[src/hw/rtl/lru_key_value_cache_assert.svh]
// Assertion macros shared by the cache modules.
// Each macro expects signals named clk and rst_n in the module that uses it.
`ifndef LRU_KEY_VALUE_CACHE_ASSERT_SVH
`define LRU_KEY_VALUE_CACHE_ASSERT_SVH

// The consequent must hold in the same cycle as the antecedent.
`define LKVC_ASSERT_NOW(label, ante, cons) \
    label: assert property (@(posedge clk) disable iff (!rst_n) (ante) |-> (cons)) \
        else $error("lkvc assertion failed");

// The consequent must hold in the cycle after the antecedent.
`define LKVC_ASSERT_NEXT(label, ante, cons) \
    label: assert property (@(posedge clk) disable iff (!rst_n) (ante) |=> (cons)) \
        else $error("lkvc assertion failed");

`endif

[src/hw/rtl/lkvc_pkg.sv]
`default_nettype none

package lkvc_pkg;

    localparam int unsigned WORD_W = 32;
    localparam int unsigned CAP_W  = 5;

    localparam logic [CAP_W-1:0]  CAP_RESET  = 5'd16;
    localparam logic [WORD_W-1:0] MISS_VALUE = 32'hFFFF_FFFF;

    localparam logic OP_LOOKUP = 1'b0;
    localparam logic OP_WRITE  = 1'b1;

    typedef struct packed {
        logic                     operation;
        logic signed [WORD_W-1:0] key;
        logic signed [WORD_W-1:0] value;
    } in_word_t;

    typedef struct packed {
        logic                     hit;
        logic signed [WORD_W-1:0] data_value;
        logic                     evicted;
        logic signed [WORD_W-1:0] evicted_key;
    } out_word_t;

    // Commands from the controller to the datapath.
    typedef struct packed {
        logic load;
        logic search;
        logic decide;
        logic update;
    } cmd_t;

    // Status from the datapath to the controller.
    typedef struct packed {
        logic sweep_last;
        logic need_update;
    } status_t;

endpackage

`default_nettype wire

[src/hw/rtl/lkvc_ram.sv]
`default_nettype none

module lkvc_ram #(
    parameter int unsigned WIDTH = 32,
    parameter int unsigned DEPTH = 16
) (
    input  wire logic                                   clk,
    input  wire logic                                   we,
    input  wire logic [(DEPTH > 1 ? $clog2(DEPTH) : 1)-1:0] waddr,
    input  wire logic [WIDTH-1:0]                       wdata,
    input  wire logic [(DEPTH > 1 ? $clog2(DEPTH) : 1)-1:0] raddr,
    output logic      [WIDTH-1:0]                       rdata
);

    logic [WIDTH-1:0] mem_reg [DEPTH];
    logic [WIDTH-1:0] rdata_reg;

    always_ff @(posedge clk)
    begin
        if (we)
        begin
            mem_reg[waddr] <= wdata;
        end
        rdata_reg <= mem_reg[raddr];
    end

    assign rdata = rdata_reg;

endmodule

`default_nettype wire

[src/hw/rtl/lkvc_ctrl.sv]
`default_nettype none
`include "lru_key_value_cache_assert.svh"

module lkvc_ctrl (
    input  wire logic              clk,
    input  wire logic              rst_n,
    input  wire logic              start,
    output logic                   busy,
    output lkvc_pkg::cmd_t         cmd,
    input  wire lkvc_pkg::status_t status
);

    typedef enum logic [3:0] {
        ST_IDLE   = 4'b0001,
        ST_SEARCH = 4'b0010,
        ST_DECIDE = 4'b0100,
        ST_UPDATE = 4'b1000
    } state_t;

    state_t state_reg;
    state_t state_next;

    always_ff @(posedge clk or negedge rst_n)
    begin
        if (!rst_n)
        begin
            state_reg <= ST_IDLE;
        end
        else
        begin
            state_reg <= state_next;
        end
    end

    always_comb
    begin
        state_next = state_reg;
        cmd        = '0;
        case (state_reg)
            ST_IDLE:
            begin
                if (start)
                begin
                    cmd.load   = 1'b1;
                    state_next = ST_SEARCH;
                end
            end
            ST_SEARCH:
            begin
                cmd.search = 1'b1;
                if (status.sweep_last)
                begin
                    state_next = ST_DECIDE;
                end
            end
            ST_DECIDE:
            begin
                cmd.decide = 1'b1;
                state_next = status.need_update ? ST_UPDATE : ST_IDLE;
            end
            ST_UPDATE:
            begin
                cmd.update = 1'b1;
                if (status.sweep_last)
                begin
                    state_next = ST_IDLE;
                end
            end
            default:
            begin
                state_next = ST_IDLE;
            end
        endcase
    end

    assign busy = (state_reg != ST_IDLE);

    // An accepted word always starts a search on the next cycle.
    `LKVC_ASSERT_NEXT(a_accept_to_search, start && !busy, state_reg == ST_SEARCH)
    // The search ends in the decision cycle once the last entry has been compared.
    `LKVC_ASSERT_NEXT(a_search_to_decide, state_reg == ST_SEARCH && status.sweep_last,
                      state_reg == ST_DECIDE)

endmodule

`default_nettype wire

[src/hw/rtl/lkvc_datapath.sv]
`default_nettype none
`include "lru_key_value_cache_assert.svh"

module lkvc_datapath #(
    parameter int unsigned MAX_ENTRIES = 16
) (
    input  wire logic                              clk,
    input  wire logic                              rst_n,
    input  wire lkvc_pkg::in_word_t                in_word,
    input  wire logic                              cfg_we,
    input  wire logic [lkvc_pkg::CAP_W-1:0]        cfg_wdata,
    input  wire lkvc_pkg::cmd_t                    cmd,
    output lkvc_pkg::status_t                      status,
    output logic                                   result_valid,
    output lkvc_pkg::out_word_t                    result
);

    localparam int unsigned IDX_W = (MAX_ENTRIES > 1) ? $clog2(MAX_ENTRIES) : 1;
    localparam int unsigned CNT_W = $clog2(MAX_ENTRIES + 1);
    localparam int unsigned EFF_W = (CNT_W > lkvc_pkg::CAP_W) ? CNT_W : lkvc_pkg::CAP_W;
    localparam int unsigned WW    = lkvc_pkg::WORD_W;

    // Control state.
    logic [lkvc_pkg::CAP_W-1:0] cap_reg;
    logic [CNT_W-1:0]           count_reg, count_next;
    logic [MAX_ENTRIES-1:0]     valid_reg, valid_next;
    logic [CNT_W-1:0]           cnt_reg, cnt_next;
    logic                       rd_vld_reg, rd_vld_next;
    logic                       strobe_reg;

    // Payload state.
    lkvc_pkg::in_word_t  in_reg;
    logic [IDX_W-1:0]    rd_idx_reg;
    logic                found_reg;
    logic [IDX_W-1:0]    hit_idx_reg;
    logic [IDX_W-1:0]    hit_rank_reg;
    logic [WW-1:0]       hit_value_reg;
    logic                lru_found_reg;
    logic [IDX_W-1:0]    lru_idx_reg;
    logic [WW-1:0]       lru_key_reg;
    logic                free_found_reg;
    logic [IDX_W-1:0]    free_idx_reg;
    logic [IDX_W-1:0]    target_reg;
    logic [IDX_W-1:0]    thr_reg;
    logic                all_reg;
    lkvc_pkg::out_word_t out_reg;

    // Memory ports.
    logic [IDX_W-1:0] raddr;
    logic [WW-1:0]    key_q, value_q;
    logic [IDX_W-1:0] rank_q;
    logic             key_we, value_we, rank_we;
    logic [IDX_W-1:0] wr_idx;
    logic [IDX_W-1:0] rank_wdata;

    // Decision terms.
    logic             is_write;
    logic             sweeping;
    logic             entry_valid;
    logic             key_match;
    logic             lru_match;
    logic [CNT_W-1:0] count_m1;
    logic [EFF_W-1:0] cap_e, eff_cap;
    logic             full;
    logic             do_evict;
    logic             do_insert;
    logic [IDX_W-1:0] slot;
    logic             is_target;
    logic             rank_bump;

    assign raddr = (cnt_reg < CNT_W'(MAX_ENTRIES)) ? cnt_reg[IDX_W-1:0] : '0;

    lkvc_ram #(.WIDTH(WW), .DEPTH(MAX_ENTRIES)) u_key_ram (
        .clk   (clk),
        .we    (key_we),
        .waddr (wr_idx),
        .wdata (in_reg.key),
        .raddr (raddr),
        .rdata (key_q)
    );

    lkvc_ram #(.WIDTH(WW), .DEPTH(MAX_ENTRIES)) u_value_ram (
        .clk   (clk),
        .we    (value_we),
        .waddr (wr_idx),
        .wdata (in_reg.value),
        .raddr (raddr),
        .rdata (value_q)
    );

    lkvc_ram #(.WIDTH(IDX_W), .DEPTH(MAX_ENTRIES)) u_rank_ram (
        .clk   (clk),
        .we    (rank_we),
        .waddr (cmd.update ? rd_idx_reg : wr_idx),
        .wdata (rank_wdata),
        .raddr (raddr),
        .rdata (rank_q)
    );

    assign is_write    = (in_reg.operation == lkvc_pkg::OP_WRITE);
    assign sweeping    = cmd.search || cmd.update;
    assign entry_valid = valid_reg[rd_idx_reg];
    assign count_m1    = count_reg - CNT_W'(1);
    assign key_match   = rd_vld_reg && entry_valid && (key_q == in_reg.key);
    assign lru_match   = rd_vld_reg && entry_valid && (CNT_W'(rank_q) == count_m1);

    // A capacity of zero acts as one; anything above the table size saturates.
    assign cap_e   = EFF_W'(cap_reg);
    assign eff_cap = (cap_reg == '0) ? EFF_W'(1)
                   : ((cap_e > EFF_W'(MAX_ENTRIES)) ? EFF_W'(MAX_ENTRIES) : cap_e);
    assign full    = (EFF_W'(count_reg) >= eff_cap) && (count_reg != '0);

    assign do_evict  = is_write && !found_reg && full && lru_found_reg;
    assign do_insert = is_write && !found_reg && (do_evict || free_found_reg);

    // The new entry goes to the lowest free slot, counting the one just evicted.
    always_comb
    begin
        if (do_evict)
        begin
            slot = (free_found_reg && (free_idx_reg < lru_idx_reg)) ? free_idx_reg
                                                                     : lru_idx_reg;
        end
        else
        begin
            slot = free_idx_reg;
        end
    end

    assign wr_idx   = found_reg ? hit_idx_reg : slot;
    assign key_we   = cmd.decide && do_insert;
    assign value_we = cmd.decide && is_write && (found_reg || do_insert);

    assign is_target  = (rd_idx_reg == target_reg);
    assign rank_bump  = entry_valid && (all_reg || (rank_q < thr_reg));
    assign rank_we    = cmd.update && rd_vld_reg && (is_target || rank_bump);
    assign rank_wdata = is_target ? '0 : (rank_q + IDX_W'(1));

    assign status.sweep_last  = (cnt_reg == CNT_W'(MAX_ENTRIES));
    assign status.need_update = found_reg || do_insert;

    always_comb
    begin
        cnt_next    = cnt_reg;
        rd_vld_next = 1'b0;
        if (cmd.load || cmd.decide)
        begin
            cnt_next = '0;
        end
        else if (sweeping && (cnt_reg < CNT_W'(MAX_ENTRIES)))
        begin
            cnt_next    = cnt_reg + CNT_W'(1);
            rd_vld_next = 1'b1;
        end
    end

    always_comb
    begin
        valid_next = valid_reg;
        count_next = count_reg;
        if (cmd.decide)
        begin
            if (do_evict)
            begin
                valid_next[lru_idx_reg] = 1'b0;
            end
            if (do_insert)
            begin
                valid_next[slot] = 1'b1;
            end
            count_next = count_reg - CNT_W'(do_evict) + CNT_W'(do_insert);
        end
    end

    always_ff @(posedge clk or negedge rst_n)
    begin
        if (!rst_n)
        begin
            cap_reg    <= lkvc_pkg::CAP_RESET;
            count_reg  <= '0;
            valid_reg  <= '0;
            cnt_reg    <= '0;
            rd_vld_reg <= 1'b0;
            strobe_reg <= 1'b0;
        end
        else
        begin
            if (cfg_we)
            begin
                cap_reg <= cfg_wdata;
            end
            count_reg  <= count_next;
            valid_reg  <= valid_next;
            cnt_reg    <= cnt_next;
            rd_vld_reg <= rd_vld_next;
            strobe_reg <= cmd.decide;
        end
    end

    always_ff @(posedge clk)
    begin
        rd_idx_reg <= raddr;
        if (cmd.load)
        begin
            in_reg         <= in_word;
            found_reg      <= 1'b0;
            lru_found_reg  <= 1'b0;
            free_found_reg <= 1'b0;
        end
        if (cmd.search)
        begin
            if (key_match && !found_reg)
            begin
                found_reg     <= 1'b1;
                hit_idx_reg   <= rd_idx_reg;
                hit_rank_reg  <= rank_q;
                hit_value_reg <= value_q;
            end
            if (lru_match && !lru_found_reg)
            begin
                lru_found_reg <= 1'b1;
                lru_idx_reg   <= rd_idx_reg;
                lru_key_reg   <= key_q;
            end
            if (rd_vld_reg && !entry_valid && !free_found_reg)
            begin
                free_found_reg <= 1'b1;
                free_idx_reg   <= rd_idx_reg;
            end
        end
        if (cmd.decide)
        begin
            target_reg          <= wr_idx;
            thr_reg             <= hit_rank_reg;
            all_reg             <= !found_reg;
            out_reg.hit         <= found_reg;
            out_reg.data_value  <= is_write ? in_reg.value
                                 : (found_reg ? hit_value_reg : lkvc_pkg::MISS_VALUE);
            out_reg.evicted     <= do_evict;
            out_reg.evicted_key <= do_evict ? lru_key_reg : '0;
        end
    end

    assign result_valid = strobe_reg;
    assign result       = out_reg;

    // The fill count always agrees with the number of valid entries.
    `LKVC_ASSERT_NOW(a_count_matches_valid, 1'b1, $countones(valid_reg) == count_reg)
    // Each word gives exactly one result strobe.
    `LKVC_ASSERT_NEXT(a_single_strobe, strobe_reg, !strobe_reg)

endmodule

`default_nettype wire

[src/hw/rtl/lru_key_value_cache.sv]
// An accepted word runs a key-compare sweep of the entry memories, then the decide state,
// from which the result strobe is registered. A lookup miss ends there; a hit or a write
// then runs a rank-update sweep. Each sweep visits one entry per cycle, and no new word is
// taken until the cache is idle again. The receiver cannot stall the result strobe.
// Reset (rst_n, asynchronous, active low) empties the cache at once and sets capacity to 16.
`default_nettype none

// Fully associative key/value cache with least-recently-used replacement.
//
// Keys, values and recency ranks live in three small RAMs of MAX_ENTRIES words with
// registered reads. The valid bits and the fill count are flip-flops, so the stored
// contents need no clearing after reset: an entry is only looked at while it is valid.
//
// Each accepted word runs through these steps:
//   search  - every entry is read in turn; the first valid key match, the valid entry
//             whose rank is the oldest, and the lowest free slot are recorded.
//   decide  - the result word is formed, values and keys are written, an eviction and
//             an insertion update the valid bits and the fill count.
//   update  - on a hit or an insertion, the ranks are swept once more: entries more
//             recent than the touched one (or all valid ones on an insertion) age by
//             one and the touched entry becomes rank zero.
// A lookup miss changes nothing and skips the update sweep.
//
// The capacity register may be written at any cycle the block is idle. A value of zero
// acts as one and a value above MAX_ENTRIES acts as MAX_ENTRIES. Lowering it below the
// current fill does not flush anything: each new key then evicts exactly one old entry.

module lru_key_value_cache #(
    parameter int unsigned MAX_ENTRIES = 16
) (
    input  wire logic                       clk,
    input  wire logic                       rst_n,
    input  wire logic                       start,
    output logic                            busy,
    input  wire lkvc_pkg::in_word_t         in_word,
    input  wire logic                       cfg_we,
    input  wire logic [lkvc_pkg::CAP_W-1:0] cfg_wdata,
    output logic                            result_valid,
    output lkvc_pkg::out_word_t             result
);

    lkvc_pkg::cmd_t    cmd;
    lkvc_pkg::status_t status;

    // The sequencer owns the handshake and steps the datapath through the phases.
    lkvc_ctrl u_ctrl (
        .clk    (clk),
        .rst_n  (rst_n),
        .start  (start),
        .busy   (busy),
        .cmd    (cmd),
        .status (status)
    );

    // The datapath holds the entry memories, the capacity register and the result word.
    lkvc_datapath #(.MAX_ENTRIES(MAX_ENTRIES)) u_datapath (
        .clk          (clk),
        .rst_n        (rst_n),
        .in_word      (in_word),
        .cfg_we       (cfg_we),
        .cfg_wdata    (cfg_wdata),
        .cmd          (cmd),
        .status       (status),
        .result_valid (result_valid),
        .result       (result)
    );

endmodule

`default_nettype wire

[config.mk]
export PLATFORM = sky130hd
export DESIGN_NAME = lru_key_value_cache
export DESIGN_NICKNAME = d
export VERILOG_FILES = /design/src/hw/rtl/lkvc_pkg.sv /design/src/hw/rtl/lkvc_ram.sv /design/src/hw/rtl/lkvc_ctrl.sv /design/src/hw/rtl/lkvc_datapath.sv /design/src/hw/rtl/lru_key_value_cache.sv
export VERILOG_INCLUDE_DIRS = /design/src /design/src/hw/rtl
export SDC_FILE = /design/constraint.sdc
export NUM_CORES = 2
export LEC_CHECK = 0
export BUFFER_PORTS_ARGS = -buffer_cell sky130_fd_sc_hd__buf_4
export CAP_MARGIN = 20
export CORE_AREA = 2 2 353 355
export CTS_CLUSTER_SIZE = 10
export DETAILED_ROUTE_END_ITERATION = 7
export DIE_AREA = 0 0 355 357
export PLACE_DENSITY = 0.66
export REMOVE_ABC_BUFFERS = 1
export SYNTH_ARGS = -nofsm -noshare
export SYNTH_HDL_FRONTEND = slang
export SYNTH_SLANG_ARGS = --single-unit
export TNS_END_PERCENT = 30
[constraint.sdc]
create_clock -name clk -period 12.49 [get_ports clk]
set_input_delay 1.8735 -clock clk [delete_from_list [all_inputs] [get_ports clk]]
set_output_delay 1.8735 -clock clk [all_outputs]
set_load 0.1 [all_outputs]
Word-level counts from Yosys, hierarchy flattened
Memories as Yosys holds them, arrays and structs flattened. A register that Yosys moved wholly into a read port is not among the register bits.
Cells that the tools add are included.
{"block": "classes", "bitwise_logic": 3, "n_reduce_logical": 39, "n_addsub": 5, "muxes": 48, "n_eq_ne": 12, "order_cmp": 10}
{"operator": "32-bit 2-to-1 mux", "count": 2}
{"operator": "16-bit 2-to-1 mux", "count": 3}
{"operator": "4-bit 2-to-1 mux", "count": 10}
{"operator": "32-bit equality test", "count": 1}
{"operator": "1-bit 2-to-1 mux", "count": 25}
{"operator": "1-bit logical AND", "count": 22}
{"operator": "5-bit 2-to-1 mux", "count": 4}
{"operator": "16-bit AND", "count": 1}
{"operator": "16-bit NOT", "count": 1}
{"operator": "16-bit bitwise OR", "count": 1}
{"operator": "4-bit case mux with 4 select lines", "count": 1}
{"operator": "4-bit by 5-bit less-than comparator with 1-bit output, second input constant", "count": 3}
{"operator": "1-bit demux with 4-bit select", "count": 2}
{"operator": "4-bit by 1-bit greater-or-equal comparator with 1-bit output, second input constant", "count": 2}
{"operator": "4-bit less-than comparator", "count": 2}
{"operator": "1-bit logical OR", "count": 6}
{"operator": "2-bit != test, second input constant", "count": 3}
{"operator": "2-bit AND reduction", "count": 3}
{"operator": "5-bit by 1-bit adder with 5-bit output", "count": 1}
{"operator": "5-bit by 1-bit adder with 5-bit output, second input constant", "count": 1}
{"operator": "4-bit by 5-bit equality test with 1-bit output", "count": 1}
{"operator": "5-bit equality test, second input constant", "count": 1}
{"operator": "5-bit greater-or-equal comparator", "count": 1}
{"operator": "5-bit greater-than comparator, second input constant", "count": 1}
{"operator": "16 further kinds", "count": 19}
{"block": "totals", "ramBits": 1088, "inputBits": 74, "word_cells": 147, "out_inout_bits": 68, "n_memories": 3, "ff_bits": 264}
{"name": "u_datapath.u_key_ram.mem_reg", "words": 16, "width": 32, "read_ports": 1, "rd_clocked_by_memory_dff": 1, "write_ports": 1, "line_no": "lkvc_ram.sv:15", "rtl": "logic [WIDTH-1:0] mem_reg [DEPTH];"}
{"name": "u_datapath.u_value_ram.mem_reg", "words": 16, "width": 32, "read_ports": 1, "rd_clocked_by_memory_dff": 1, "write_ports": 1, "line_no": "lkvc_ram.sv:15"}
{"name": "u_datapath.u_rank_ram.mem_reg", "words": 16, "width": 4, "read_ports": 1, "rd_clocked_by_memory_dff": 1, "write_ports": 1, "line_no": "lkvc_ram.sv:15"}

Longest topological paths before layout
{"block": "logic_depth", "ltp_word": 14, "mapped_depth": 21, "ltp_nobuf": 21}

Cells and area by module
From an unflattened synthesis, not the netlist that was laid out.
{"block": "hier_totals", "cells_unflattened": 2569, "area_unflattened_um2": 53246.1}
{"mod": "lkvc_ram (u_datapath.u_value_ram)", "instances": 1, "seq_area_each_um2": 16015.4, "cells_per_inst": 838, "area_each_um2": 19854.0}
{"mod": "lkvc_ram (u_datapath.u_key_ram)", "instances": 1, "seq_area_each_um2": 16015.4, "cells_per_inst": 838, "area_each_um2": 19835.3}
{"mod": "lkvc_datapath", "instances": 1, "seq_area_each_um2": 7573.5, "cells_per_inst": 744, "area_each_um2": 10664.0}
{"mod": "lkvc_ram (u_datapath.u_rank_ram)", "instances": 1, "seq_area_each_um2": 2001.9, "cells_per_inst": 130, "area_each_um2": 2666.3}
{"mod": "lkvc_ctrl", "instances": 1, "seq_area_each_um2": 101.3, "cells_per_inst": 19, "area_each_um2": 226.5}

Worst setup path before layout
No wires, ideal clock.
{"block": "synth_timing", "path_kind": "register to register", "from": "reg u_ctrl.state_reg[1]", "to": "mem u_datapath.u_value_ram.mem_reg[2][0], enable pin", "path_stages_with_launch": 7, "synth_period_minus_slack_ps": 5183, "arrival_time_ps": 4722, "setup_ps": 461, "path_buffers": 1, "path_slack_ps": 7307, "t_required_ps": 12029, "cell_sequence": "dfrtp_1 > or4b_1 > clkbuf_1 > inv_2 > o311a_1 > inv_1 > nor3_1"}
{"item": "start, declared", "line_no": "lkvc_ctrl.sv:20", "rtl": "state_t state_reg;"}
{"item": "start signal, assigned", "line_no": "lkvc_ctrl.sv:31", "rtl": "state_reg <= state_next;"}
{"item": "end, declared", "line_no": "lkvc_ram.sv:15"}

Final worst setup path
{"block": "layout_timing", "from": "reg u_datapath.cap_reg, in the netlist u_datapath.cap_e[3]", "to": "mem u_datapath.u_value_ram.mem_reg[1][22], enable pin"}
{"block": "layout_via", "elab_chain_cells": 13, "elab_cells_between_ends": 16, "classes_between": "2 x order compare; 6 x mux; 8 x reduce/logical"}
{"item": "start, declared", "line_no": "lkvc_datapath.sv:24", "rtl": "logic [lkvc_pkg::CAP_W-1:0] cap_reg;"}
{"item": "start signal, assigned", "line_no": "lkvc_datapath.sv:179", "rtl": "cap_reg <= lkvc_pkg::CAP_RESET;"}
{"item": "start signal, assigned", "line_no": "lkvc_datapath.sv:190", "rtl": "cap_reg <= cfg_wdata;"}
{"item": "5-bit greater-than comparator", "line_no": "lkvc_datapath.sv:110", "rtl": ": ((cap_e > EFF_W'(MAX_ENTRIES)) ? EFF_W'(MAX_ENTRIES) : cap_e);"}
{"item": "5-bit 2-to-1 mux", "line_no": "lkvc_datapath.sv:110"}
{"item": "5-bit 2-to-1 mux (*)", "line_no": "lkvc_datapath.sv:109", "rtl": "assign eff_cap = (cap_reg == '0) ? EFF_W'(1)"}
{"item": "5-bit greater-or-equal comparator (*)", "line_no": "lkvc_datapath.sv:111", "rtl": "assign full = (EFF_W'(count_reg) >= eff_cap) && (count_reg != '0);"}
{"item": "1-bit logical AND (*)", "line_no": "lkvc_datapath.sv:111"}
{"item": "1-bit logical AND (*) (2 in a row)", "line_no": "lkvc_datapath.sv:113", "rtl": "assign do_evict = is_write && !found_reg && full && lru_found_reg;"}
{"item": "1-bit logical OR", "line_no": "lkvc_datapath.sv:114", "rtl": "assign do_insert = is_write && !found_reg && (do_evict || free_found_reg);"}
{"item": "1-bit logical AND", "line_no": "lkvc_datapath.sv:114"}
{"item": "1-bit logical OR", "line_no": "lkvc_datapath.sv:132", "rtl": "assign value_we = cmd.decide && is_write && (found_reg || do_insert);"}
{"item": "1-bit logical AND", "line_no": "lkvc_datapath.sv:132"}
{"item": "1-bit 2-to-1 mux", "line_no": "lkvc_ram.sv:20", "rtl": "if (we)"}
{"item": "1-bit 2-to-1 mux (implied by the code)", "line_no": "lkvc_ram.sv:22", "rtl": "mem_reg[waddr] <= wdata;"}
Mark *: on every way between the ends. The rest lies on a longest branch, timed or not.

==> flow_metrics.tcl <==
set metrics [dict create \
    grt_max_degree 159 \
    critical_path_class "reg2reg" \
    p_leak_nw 20.31 \
    drt_iter0_drc 2777 \
    ant_nets 0 \
    io_buffer_count 141 \
    yosys_register_bits 1420 \
    drv_cap 0 \
    antenna_found_initial 1 \
    clk_pin_slew_ps 60 \
    syn_avg_cell_area_um2 16.34 \
    r2r_end "u_datapath.u_value_ram.mem_reg[1][22]$_DFFE_PP_" \
    vias 30090 \
    synth_most_common_cell "edfxtp_1" \
    final_area_mm2 0.06305 \
    rr_worst_depth 12 \
    cp.required_ps 12910 \
    critPathCaptureType "flip-flop" \
    grt_pass1_vias 29910 \
    synth_cell_types 72 \
    synthArstFlopShare_pct 2.606 \
    timing.slew.headroom_pct 24.82 \
    crit_path_cell_trace "nor3_1 -> nor2_1 -> nor2_1 -> ha_1 -> nand2b_1 -> a31oi_1 -> o21ai_4 -> nand2_2 -> o311a_1 -> or2_1 -> nor3_4 -> buf_4" \
    ir_drop_mv 0.2127 \
    min_from "u_datapath.u_value_ram.rdata[27]$_DFF_P_" \
    dp_hpwl_mm 70.40 \
    cts_sinks 1420 \
    yosysTopAreaCell "edfxtp_1" \
    firstDrtPassIters 5 \
    drive_gt1_share_pct 16.50 \
    post-cts-setup-buffers 0 \
    rrSetupSlack_ps 7900 \
    hold_path.class "reg2reg" \
    crit_path_top_delay_cell "nor3_4" \
    fin_skew_ps 19.56 \
    post-route-period-util_pct 36.78 \
    synth_seq_area_share_pct 75.85 \
    fmax_mhz 217.7 \
    cts_tree "done" \
    rsz0062_at_grt "false" \
    diodes 0 \
    fin_nets 3631 \
    start_kind "flip-flop" \
    synthTopCellsByArea "edfxtp_1 (71%), mux2i_1 (5.0%), mux2_2 (2.9%)" \
    worstPathArrival_ps 5020 \
    hold_path_end "u_datapath.hit_value_reg[27]$_DFFE_PP_" \
    synthFlopType "edfxtp_1" \
    p_per_area_mw_per_mm2 191.8 \
    critPathTopFamily "simple AND/OR/NAND/NOR gates" \
    routabilityCongestion 0.8540 \
    area_delta_synth_final_pct 14.66 \
    die_w_um 355 \
    place_area_mm2 0.05815 \
    cts_resized 0 \
    synth_top_area_share_pct 71.43 \
    viasPerCell 5.674 \
    syn_area_mm2 0.05499 \
    synth-edff-count 1308 \
    totalWireLength_mm 128.3 \
    fp.dieArea_mm2 0.1267 \
    final-setup-viol-count 0 \
    io_pins 142 \
    crit_fanout 20 \
    crit_top_cell "nor2_1" \
    grt_pass1_wl_mm 190.7 \
    routedWlPerCell_um 24.19 \
    clock_latency_ps 770 \
    rows 129 \
    clk_path_buf_depth 3 \
    die_h_um 357 \
    syn_inst 3366 \
    track_usage_pct 20.08 \
    holdPathStages 0 \
    gr-total-overflow 0 \
    min_period_ps 4594 \
    root_buffer "clkbuf_16" \
    cts_buffers 160 \
    htree_levels 4 \
    hold_viol_final 0 \
    final_max_slew_viol_count 0 \
    setup-tns-final_ps 0 \
    status "completed" \
    drcViolationCount 0 \
    worstMarginPinSlew_ps 1125 \
    ys_warn_count 0 \
    postCtsHoldBufs 0 \
    initial_utilization_pct 44.71 \
    core_area_mm2 0.1230 \
    cp_num_buf_inv 1 \
    critPathMaxStageDelay_ps 740 \
    synth_common_cells "edfxtp_1 (1308), mux2i_1 (273), a21oi_1 (175)" \
    r2r-start "u_datapath.cap_e[3]$_DFFE_PN0P_" \
]
per-layer routing:
metal  vias to the layer above  share of wire (%)  track usage [%]
met5                         -                  0                0
met4                         0                2.4            6.017
met3                       189                7.6            4.689
met2                      1130                 47            31.88
met1                     15150                 43            27.67
li1                      13630                  -                -
power breakdown:
part / total, W / switching [W] / leakage, nW / internal, W
clock network: 0.00425 / 0.00178 / 2.24 / 0.00247
logic: 0.00187 / 0.00116 / 5.25 / 0.000717
registers: 0.00597 / 0.000355 / 12.8 / 0.00561
placed cells by master (no fill, tap or decap), drive strengths merged, types with 83 or more instances in the layout:
cell type / instances
edfxtp: 1308
mux2: 143
a21oi: 175
mux2i: 274
nand2: 166
buf: 217
nor2: 84
clkbuf: 282
o21ai: 168
nand3: 83
o221ai: 136
final cells by class:
| class | count | area (um2) |
|---|---|---|
| Multi-Input combinational cell | 1674 | 12500 |
| Clock inverter | 14 | 173.9 |
| Clock buffer | 282 | 4524 |
| Tap cell | 1637 | 2048 |
| Sequential cell | 1420 | 41720 |
| Fill cell | 9940 | 59950 |
| Timing Repair Buffer | 217 | 1842 |
| Inverter | 60 | 237.7 |
kinds of logic after synthesis:
kind of cell	after synthesis	share of synthesized area (%)
multiplexers	422	8.155
AND/OR/NAND/NOR	453	3.891
buffers and inverters	272	1.939
adder cells (fa/ha/maj)	24	0.5598
flip-flops	1420	75.85
AO/OA/AOI/OAI	727	8.840
XOR/XNOR	48	0.7646
metrics by stage:
stage,total power [W],utilization (%),worst slack [ps],cells,hold slack (ps)
3_5_place_dp,0.007929,47.28,7310,4997,388.7
6_report,0.01209,51.26,7896,5304,397.8
2_1_floorplan,0.007474,-,-7902,3154,385.5
5_1_grt,0.01253,51.26,7624,5304,407.7
3_3_place_gp,0.007886,47.19,7313,4992,387.9
4_1_cts,0.01215,51.10,7293,5293,397.5
worst register-to-register path: cells and delay by family (launching register included):
kind / cells / cell delay (ps)
buffers and inverters: 1 / 470
adder cells (fa/ha/maj): 1 / 120
AO/OA/AOI/OAI: 3 / 1200
AND/OR/NAND/NOR: 7 / 2050
flip-flops: 1 / 400
worst max-delay path by stage:
stage | depth (start not counted) | end | from
after floorplan | 5 | u_datapath.u_key_ram.rdata[0]$_DFF_P_ | u_datapath.cnt_reg[0]$_DFFE_PN0P_
after detailed placement | 12 | u_datapath.u_value_ram.mem_reg[1][4]$_DFFE_PP_ | u_datapath.cap_e[3]$_DFFE_PN0P_
after CTS | 12 | u_datapath.u_value_ram.mem_reg[1][22]$_DFFE_PP_ | u_datapath.cap_e[3]$_DFFE_PN0P_
after global placement | 12 | u_datapath.u_value_ram.mem_reg[1][28]$_DFFE_PP_ | u_datapath.cap_e[3]$_DFFE_PN0P_
after global routing | 12 | u_datapath.u_value_ram.mem_reg[3][4]$_DFFE_PP_ | u_datapath.cap_e[3]$_DFFE_PN0P_
final | 12 | u_datapath.u_value_ram.mem_reg[1][22]$_DFFE_PP_ | u_datapath.cap_e[3]$_DFFE_PN0P_
No activity file was read; power rests on OpenSTA's default activity.
